`config.mk`:
```
export PLATFORM = sky130hd
export DESIGN_NAME = flit_deserializer_vault_router_core_flat
export DESIGN_NICKNAME = d
export VERILOG_FILES = /design/src/rtl/fdvr_pkg.sv /design/src/rtl/fdvr_ifs.sv /design/src/rtl/flit_deserializer_vault_router_core.sv /design/src/flat_wrapper.sv
export SDC_FILE = /design/constraint.sdc
export NUM_CORES = 1
export LEC_CHECK = 0
export BUFFER_PORTS_ARGS = -buffer_cell sky130_fd_sc_hd__buf_2
export CORE_MARGIN = 4
export CORE_UTILIZATION = 40
export CTS_CLUSTER_SIZE = 20
export DETAILED_ROUTE_END_ITERATION = 8
export PLACE_DENSITY_LB_ADDON = 0.3
export SLEW_MARGIN = 20
export SYNTH_ARGS = -nofsm -noshare
export SYNTH_HDL_FRONTEND = slang
export SYNTH_SLANG_ARGS = --single-unit
export TNS_END_PERCENT = 1
```
`constraint.sdc`:
```
create_clock -name clk -period 6.82 [get_ports clk]
set_input_delay 0.341 -clock clk [delete_from_list [all_inputs] [get_ports clk]]
set_output_delay 0.341 -clock clk [all_outputs]
set_load 0.1 [all_outputs]
```
`src/rtl/fdvr_pkg.sv`:
```
// ----------------------------------------------------------------------------
// fdvr_pkg
// Shared widths and header field positions for the flit deserializer.
// ----------------------------------------------------------------------------
package fdvr_pkg;

  localparam int WORD_W     = 16;
  localparam int SLICES     = 8;
  localparam int SLICE_W    = $clog2(SLICES);
  localparam int HALF_W     = 64;
  localparam int VAULT_COUNT = 8;
  localparam int VAULT_W    = $clog2(VAULT_COUNT);
  localparam int QUAD_W     = 2;
  localparam int LEN_W      = 5;
  localparam int BSC_W      = 2;

  // header fields, in flit bit positions
  localparam int ADDR_LSB   = 24;
  localparam int LEN_LSB    = 7;
  localparam int VAULT_BASE = 5;
  localparam int QUAD_BASE  = 8;
  localparam int VAULT_LSB  = ADDR_LSB + VAULT_BASE;
  localparam int QUAD_LSB   = ADDR_LSB + QUAD_BASE;

endpackage

```
`src/rtl/fdvr_ifs.sv`:
```
// ----------------------------------------------------------------------------
// fdvr channel interfaces
// Valid/ready channels for link words, flits and the block size register.
// ----------------------------------------------------------------------------
interface fdvr_word_if;
  logic                        valid;
  logic                        ready;
  logic [fdvr_pkg::WORD_W-1:0] serial_word;

  modport source (output valid, output serial_word, input ready);
  modport sink   (input valid, input serial_word, output ready);
endinterface

interface fdvr_flit_if;
  logic                         valid;
  logic                         ready;
  logic [fdvr_pkg::HALF_W-1:0]  flit_low;
  logic [fdvr_pkg::HALF_W-1:0]  flit_high;
  logic [fdvr_pkg::VAULT_W-1:0] target_vault;
  logic [fdvr_pkg::QUAD_W-1:0]  target_quadrant;
  logic                         last_flit;

  modport source (output valid, output flit_low, output flit_high, output target_vault,
                  output target_quadrant, output last_flit, input ready);
  modport sink   (input valid, input flit_low, input flit_high, input target_vault,
                  input target_quadrant, input last_flit, output ready);
endinterface

interface fdvr_cfg_if;
  logic                       valid;
  logic                       ready;
  logic [fdvr_pkg::BSC_W-1:0] data;

  modport source (output valid, output data, input ready);
  modport sink   (input valid, input data, output ready);
endinterface

```
`src/rtl/flit_deserializer_vault_router_core.sv`:
```
// ----------------------------------------------------------------------------
// flit_deserializer_vault_router_core
// Packs eight link words into a flit and tags it with the packet's route.
// ----------------------------------------------------------------------------
//  channel  dir  payload                                        transfer when
//  link     in   serial_word[15:0]                              valid & ready
//  flit     out  flit_low, flit_high, target_vault/quadrant,    valid & ready
//                last_flit
//  cfg      in   data[1:0] = block size code                    valid & ready
//
// one link word per cycle; the edge that takes every eighth word also loads
// the flit into the output register, so the flit is offered in the next cycle.
// link.ready drops only while a flit waits in the output register and
// flit.ready is low. cfg is always ready.
// rst is synchronous: slice count, route, length and valid clear; the
// block size code returns to 0 (32 bytes).
// ----------------------------------------------------------------------------
module flit_deserializer_vault_router_core (
  input  logic        clk,
  input  logic        rst,
  fdvr_word_if.sink   link,
  fdvr_flit_if.source flit,
  fdvr_cfg_if.sink    cfg
);

  logic [fdvr_pkg::BSC_W-1:0]   block_size_code;
  logic [fdvr_pkg::SLICE_W-1:0] slice_index;
  logic [fdvr_pkg::WORD_W-1:0]  partial_flit [fdvr_pkg::SLICES-1];
  logic [fdvr_pkg::LEN_W-1:0]   flits_remaining;
  logic [fdvr_pkg::LEN_W-1:0]   flits_remaining_next;
  logic [fdvr_pkg::VAULT_W-1:0] packet_vault;
  logic [fdvr_pkg::VAULT_W-1:0] packet_vault_next;
  logic [fdvr_pkg::QUAD_W-1:0]  packet_quadrant;
  logic [fdvr_pkg::QUAD_W-1:0]  packet_quadrant_next;
  logic                         out_valid;

  logic                         link_xfer;
  logic                         flit_done;
  logic [fdvr_pkg::HALF_W-1:0]  lo;
  logic [fdvr_pkg::HALF_W-1:0]  hi;
  logic [fdvr_pkg::LEN_W-1:0]   hdr_len;

  assign cfg.ready  = 1'b1;
  assign link.ready = !out_valid || flit.ready;
  assign link_xfer  = link.valid && link.ready;
  assign flit_done  = link_xfer && (slice_index == fdvr_pkg::SLICE_W'(fdvr_pkg::SLICES - 1));

  assign lo = {partial_flit[3], partial_flit[2], partial_flit[1], partial_flit[0]};
  assign hi = {link.serial_word, partial_flit[6], partial_flit[5], partial_flit[4]};
  assign hdr_len = lo[fdvr_pkg::LEN_LSB +: fdvr_pkg::LEN_W];

  always_comb begin
    packet_vault_next    = packet_vault;
    packet_quadrant_next = packet_quadrant;
    if (flits_remaining == '0) begin
      // header: route at an offset set by the block size code
      packet_vault_next    = lo[(fdvr_pkg::VAULT_LSB + int'(block_size_code)) +: fdvr_pkg::VAULT_W];
      packet_quadrant_next = lo[(fdvr_pkg::QUAD_LSB + int'(block_size_code)) +: fdvr_pkg::QUAD_W];
      // zero length counts as a single flit
      flits_remaining_next = (hdr_len == '0) ? '0 : hdr_len - fdvr_pkg::LEN_W'(1);
    end else begin
      flits_remaining_next = flits_remaining - fdvr_pkg::LEN_W'(1);
    end
  end

  always_ff @(posedge clk) begin
    if (rst) begin
      block_size_code <= '0;
      slice_index     <= '0;
      flits_remaining <= '0;
      packet_vault    <= '0;
      packet_quadrant <= '0;
      out_valid       <= 1'b0;
    end else begin
      if (cfg.valid && cfg.ready) begin
        block_size_code <= cfg.data;
      end
      if (link_xfer) begin
        slice_index <= slice_index + fdvr_pkg::SLICE_W'(1);
      end
      if (flit_done) begin
        flits_remaining <= flits_remaining_next;
        packet_vault    <= packet_vault_next;
        packet_quadrant <= packet_quadrant_next;
        out_valid       <= 1'b1;
      end else if (flit.ready) begin
        out_valid <= 1'b0;
      end
    end
  end

  always_ff @(posedge clk) begin
    if (link_xfer && !flit_done) begin
      partial_flit[slice_index] <= link.serial_word;
    end
    if (flit_done) begin
      flit.flit_low        <= lo;
      flit.flit_high       <= hi;
      flit.target_vault    <= packet_vault_next;
      flit.target_quadrant <= packet_quadrant_next;
      flit.last_flit       <= (flits_remaining_next == '0);
    end
  end

  assign flit.valid = out_valid;

endmodule
```
`src/flat_wrapper.sv`:
```
// flat-port wrapper written by rule: the top's interface ports become plain ports
module flit_deserializer_vault_router_core_flat 
  (clk, rst, link_valid, link_serial_word, link_ready, flit_valid, flit_flit_low, flit_flit_high, flit_target_vault, flit_target_quadrant, flit_last_flit, flit_ready, cfg_valid, cfg_data, cfg_ready);
  fdvr_word_if link_i ();
  fdvr_flit_if flit_i ();
  fdvr_cfg_if cfg_i ();
  input  logic clk;
  input  logic rst;
  input wire logic [$bits(link_i.valid)-1:0] link_valid;
  input wire logic [$bits(link_i.serial_word)-1:0] link_serial_word;
  output wire logic [$bits(link_i.ready)-1:0] link_ready;
  output wire logic [$bits(flit_i.valid)-1:0] flit_valid;
  output wire logic [$bits(flit_i.flit_low)-1:0] flit_flit_low;
  output wire logic [$bits(flit_i.flit_high)-1:0] flit_flit_high;
  output wire logic [$bits(flit_i.target_vault)-1:0] flit_target_vault;
  output wire logic [$bits(flit_i.target_quadrant)-1:0] flit_target_quadrant;
  output wire logic [$bits(flit_i.last_flit)-1:0] flit_last_flit;
  input wire logic [$bits(flit_i.ready)-1:0] flit_ready;
  input wire logic [$bits(cfg_i.valid)-1:0] cfg_valid;
  input wire logic [$bits(cfg_i.data)-1:0] cfg_data;
  output wire logic [$bits(cfg_i.ready)-1:0] cfg_ready;
  assign link_i.valid = link_valid;
  assign link_i.serial_word = link_serial_word;
  assign link_ready = link_i.ready;
  assign flit_valid = flit_i.valid;
  assign flit_flit_low = flit_i.flit_low;
  assign flit_flit_high = flit_i.flit_high;
  assign flit_target_vault = flit_i.target_vault;
  assign flit_target_quadrant = flit_i.target_quadrant;
  assign flit_last_flit = flit_i.last_flit;
  assign flit_i.ready = flit_ready;
  assign cfg_i.valid = cfg_valid;
  assign cfg_i.data = cfg_data;
  assign cfg_ready = cfg_i.ready;
  flit_deserializer_vault_router_core u_core (.clk(clk), .rst(rst), .link(link_i), .flit(flit_i), .cfg(cfg_i));
endmodule
```
* Word-level counts from Yosys, hierarchy flattened
Memory sizes are Yosys's and may differ from the RTL's. A register that Yosys moved wholly into a read port is not among the register bits.
Cells that the tools add are included.
W data, S select, Z words.
** Word-level totals
- Bits in registers :: 150
- Bits in writable memories :: 112
- Bits of input ports :: 23
- Output and inout bits :: 137
- Logic and storage cells :: 38
- Memories kept :: 1
** Memory list
- u_core.partial_flit :: words 7, width 16, read ports 7, clocked after Yosys merged registers in 3, wr ports 1, RTL line flit_deserializer_vault_router_core.sv:28 : logic [fdvr_pkg::WORD_W-1:0] partial_flit [fdvr_pkg::SLICES-1];
** Cells by class
- Add/subtract/negate cells :: 5
- Equal/unequal tests :: 1
- Shift-type cells :: 2
- Mux-type cells :: 8
- Reduce and logical (&&, ||, !) cells :: 10
** Operators with widths (number)
- $shiftx A64 B32 Y2 :: 1
- $shiftx A64 B32 Y3 :: 1
- $logic_not A5 Y1 :: 3
- $mux W5 :: 2
- $sub A5 B1 Y5 const B :: 2
- $add A6 B2 Y7 const A :: 1
- $add A5 B2 Y6 const A :: 1
- $mux W1 :: 4
- $add A3 B1 Y3 const B :: 1
- $eq A3 B3 Y1 const B :: 1
- $logic_and A1 B1 Y1 :: 3
- $mux W3 :: 1
- $logic_not A1 Y1 :: 2
- $mux W2 :: 1
- $reduce_bool A2 Y1 :: 1
- $logic_or A1 B1 Y1 :: 1

* Logic depth before layout (Yosys ltp)
- Word-level depth :: 8
- Gate-level depth with buffers :: 7
- Gate-level depth less buffers :: 6

* Worst setup path after synthesis
OpenSTA, ideal clock, no wires.
- Path type :: flip-flop to flip-flop
- Start :: register u_core.out_valid (netlist: u_core.flit.valid)
- End :: register u_core.flits_remaining[0] (netlist name)
- Library setup time :: 0.121 ns
- Arrival time :: 4.755 ns
- Required time :: 6.699 ns
- Slack :: 1.945 ns
- Cell stages (with the launch flop) :: 7
- Path buffers :: 1
- Period minus slack after synthesis :: 4.875 ns
- Path through :: dfxtp_1 > nand2b_1 > buf_2 > nand3_1 > inv_1 > a21oi_1 > a311oi_1
** Between the ends
- Cells in the longest elaborated chain, start to end :: 4
** Ends and longest elaborated chain
- from (decl) :: RTL line flit_deserializer_vault_router_core.sv:35 : logic out_valid;
- from (signal assigned) :: RTL line flit_deserializer_vault_router_core.sv:73 : out_valid <= 1'b0;
- from (signal assigned) :: RTL line flit_deserializer_vault_router_core.sv:85 : out_valid <= 1'b1;
- from (signal assigned) :: RTL line flit_deserializer_vault_router_core.sv:87 : out_valid <= 1'b0;
- $logic_not A1 Y1 :: RTL line flit_deserializer_vault_router_core.sv:44 : assign link.ready = !out_valid || flit.ready;
- $logic_or A1 B1 Y1 :: RTL line flit_deserializer_vault_router_core.sv:44
- net link_ready :: RTL line flat_wrapper.sv:11 : output wire logic [$bits(link_i.ready)-1:0] link_ready;
- $logic_and A1 B1 Y1 :: RTL line flit_deserializer_vault_router_core.sv:45 : assign link_xfer = link.valid && link.ready;
- $logic_and A1 B1 Y1 :: RTL line flit_deserializer_vault_router_core.sv:46 : assign flit_done = link_xfer && (slice_index == fdvr_pkg::SLICE_W'(fdvr_pkg::SLICES - 1));
- net u_core.flit_done :: RTL line flit_deserializer_vault_router_core.sv:38 : logic flit_done;
- to (signal assigned) :: RTL line flit_deserializer_vault_router_core.sv:82 : flits_remaining <= flits_remaining_next;
- to (decl) :: RTL line flit_deserializer_vault_router_core.sv:29 : logic [fdvr_pkg::LEN_W-1:0] flits_remaining;
The timed path passes the listed nets, and every way through them passes these cells.
A chain may end at the register's enable or synchronous reset.

* Final worst setup path
- Start :: register u_core.slice_index[1] (netlist name)
- End :: register u_core.flit.flit_low[50], enable pin
** Between the ends
- Cells in the longest elaborated chain, start to end :: 2
** Ends and longest elaborated chain
- from (decl) :: RTL line flit_deserializer_vault_router_core.sv:27 : logic [fdvr_pkg::SLICE_W-1:0] slice_index;
- from (signal assigned) :: RTL line flit_deserializer_vault_router_core.sv:79 : slice_index <= slice_index + fdvr_pkg::SLICE_W'(1);
- $eq A3 B3 Y1 :: RTL line flit_deserializer_vault_router_core.sv:46
- $logic_and A1 B1 Y1 :: RTL line flit_deserializer_vault_router_core.sv:46
- net u_core.flit_done :: RTL line flit_deserializer_vault_router_core.sv:38
- to (signal assigned) :: RTL line flit_deserializer_vault_router_core.sv:97 : flit.flit_low <= lo;
- to (decl) :: RTL line fdvr_ifs.sv:23 : modport source (output valid, output flit_low, output flit_high, output target_vault,
The timed path passes the listed nets, and every way through them passes these cells.

==> metrics.txt <==
largest cells by area after synthesis edfxtp_1, dfxtp_1, mux4_2; Hold Path Class in2reg; clock-pin transition on the worst setup and hold timing paths roughly 60 ps; later-pin clock latency in the skew report between 500 and 600 ps; number of buffers created by CTS 26; CTS Root Cell clkbuf_16; MaxCap Viol Count 0; CTS sink cnt between 200 and 300; count of final hold-check violations 0; worst vdd ir slightly below 0.0002 V; Critical Path Source Type register; TritonCTS clock tree yes; placed instance count 804; flops & latches, synth 262; Routability Congestion about 0.76; die width approximately 150 um; DR pass1 iterations 4; Remaining DRCs 0; Final nets 585; FP Rows 53; GRT Overall Usage 13.3%; Post-synth EDFFs 246; total setup buffers inserted after CTS 0; most frequent cell on the critical path ha_1; CP max FO ~80; Seq/Total Area, Yosys about nine tenths; Final min period 3380 ps; I/O Pins 160; crit path max-delay cell type buf_4; first-pass GRT wire length ~24 mm; Max clock buf depth 3; DIE AREA about 0.024 mm2; Antenna Nets Post-Route 0; final clock skew between 10 and 15 ps; initial DRC count ~260; # H-tree levels 1; Post-Syn Area per Cell ~23 um2; vias 3961; CP peak stage delay between 700 and 800 ps; gr ovfl total 0; Cell Pwr Density between 300 and 400 mW/mm2; Detail Placement HPWL around 10 mm; DRT Wirelength approximately 16 mm; Area growth syn-to-layout 23.0%; Net Count, Synth about 400; Mapped Cells ~370; DR WL/cell between 15 and 20 um; synthesized area roughly 0.0085 mm2; Slew HR a little over a quarter; pin count of the biggest net entering global routing 80; Fin Setup TNS 0 ps; status finished clean; Req. time, crit path around 7000 ps; Setup crit end kind register; crit-path cells ha_1 > ha_1 > nand3_1 > inv_6 > buf_4; post-DR vias/cell roughly 4.7; achievable frequency between 200 and 300 MHz; Lkg Pwr around 3.7 nW; ys async rst share 0%; initial antenna violation count 0; WS Path Type reg2reg; cts hold-fix bufs 0; pre-CTS setup slack between 3000 and 4000 ps; number of distinct library cells after synthesis 39; period utilization 49.6%; vias in the first global route a little under 4k; Layout Cells excl Fill ~850; area of the core roughly 0.021 mm2; initial core utilization 40.7%; Pins Over Slew Limit 0; total power draw between 0.003 and 0.004 W; input/output buffers around 160; final setup vio count 0; Post-CTS Resized 0; RSZ-0062 raised after global routing no; n_diodes 0; hold_ws 95.5 ps; top_reg_cell synth edfxtp_1; Worst-Margin Slew ~1100 ps; Yosys top cell by area edfxtp_1; critical path arrival ~3500 ps; share of layout cells above drive strength 1 approximately two fifths; post-synth top area share 86.7%; Yosys warnings 0; Die Y approximately 150 um; setup ws final approximately 3400 ps
==> worst max-delay path, delay by kind of cell, from the launching register on <==
family        cells  cell delay [ps]
simple gates      1              510
flops             1              460
buf+inv           2             1490
fa+ha+maj         2              420
==> state kept, by name, indices dropped and copies added (netlist names), 3 cells and up <==
name,flops
flit_flit_high,48
u_core.flit.flit_high,16
u_core.flit.flit_low,64
u_core.flit.target_vault,3
u_core.flits_remaining,5
u_core.packet_vault,3
u_core.partial_flit,112
u_core.slice_index,3
==> cells in the final DEF (no fill, tap or decap), types with 2 or more instances in the layout <==
cell,instances
a21oi_1,7
buf_2,158
buf_4,4
clkbuf_1,7
clkbuf_16,27
clkinv_1,5
clkinv_2,6
dfxtp_1,16
edfxtp_1,246
ha_1,5
inv_1,6
mux2_2,3
mux2_4,2
mux2i_1,3
mux4_2,5
nand2_1,7
nand2b_1,4
nand3_1,4
nor2_1,15
nor2_2,2
nor2_4,3
nor3_1,8
nor3_2,3
o21a_1,2
o21ai_0,2
or4b_4,2
xnor2_1,3
xor2_1,2
==> power breakdown <==
| part | switching [W] | leakage (nW) | internal [W] |
|---|---|---|---|
| Sequential | 0.0000118 | 2.35 | 0.00177 |
| Combinational | 0.0000455 | 0.966 | 0.0000216 |
| Clock | 0.000544 | 0.392 | 0.000761 |
==> final cells by class <==
class / instances / area [um2]
Fill cell: 1735 / 10500
Clock buffer: 34 / 702
Clock inverter: 13 / 90.1
Inverter: 7 / 31.3
Sequential cell: 262 / 7710
Timing Repair Buffer: 162 / 821
Multi-Input combinational cell: 98 / 787
Tap cell: 275 / 344
==> path summary, 6_finish.rpt <==
kind | slack (ps) | cells past startpoint | start | to
setup reg to reg | 3440 | 5 | u_core.slice_index[1]$_SDFFE_PP0P_ | u_core.flit.flit_low[50]$_DFFE_PP_
hold reg to reg | 410 | 0 | u_core.partial_flit[5][0]$_DFFE_PP_ | flit_flit_high[16]$_DFFE_PP_
setup / recovery | 3440 | 5 | u_core.slice_index[1]$_SDFFE_PP0P_ | u_core.flit.flit_low[50]$_DFFE_PP_
hold / removal | 100 | 3 | cfg_data[0] | u_core.block_size_code[0]$_SDFFE_PP0P_
==> layer usage <==
metal | part of all wire (%) | up-vias | track usage, % | wire length (um)
li1 | - | 1831 | - | -
met1 | 43 | 1971 | 18.0 | 6900
met2 | 49 | 133 | 21.6 | 7820
met3 | 6.1 | 26 | 3.15 | 988
met4 | 2.5 | 0 | 3.74 | 402
met5 | 0 | - | 0 | 0
==> synthesized netlist by cell type (2+ instances only) <==
library cell  instances
nor2_1               20
o21ai_0               2
mux2_2                3
mux2i_1               3
mux4_2                5
nand2_1               7
o21a_1                2
inv_1                 7
nor3_1               10
xor2_1                2
mux2_4                2
buf_4                 3
nand3_1               4
nand2b_1              4
ha_1                  5
a21oi_1               7
buf_2                 2
edfxtp_1            246
xnor2_1               3
or4b_4                2
dfxtp_1              16
==> cells by family after synthesis <==
logic type / after synthesis / share of synthesized area [%]
compound gates: 19 / 1.47
xor+xnor: 5 / 0.514
fa+ha+maj: 5 / 0.734
buf+inv: 13 / 0.734
flops: 262 / 90.5
mux: 13 / 2.42
other cells: 1 / 0.0440
simple gates: 55 / 3.61
==> stage by stage <==
stage | area (um2) | util (%)
after floorplan | 8520 | -
after global placement | 9680 | 46.2
after detailed placement | 9690 | 46.2
after CTS | 10500 | 50.0
after global routing | 10500 | 50.0
final | 10500 | 50.0
Note: power is estimated with default switching activity, not from simulation.
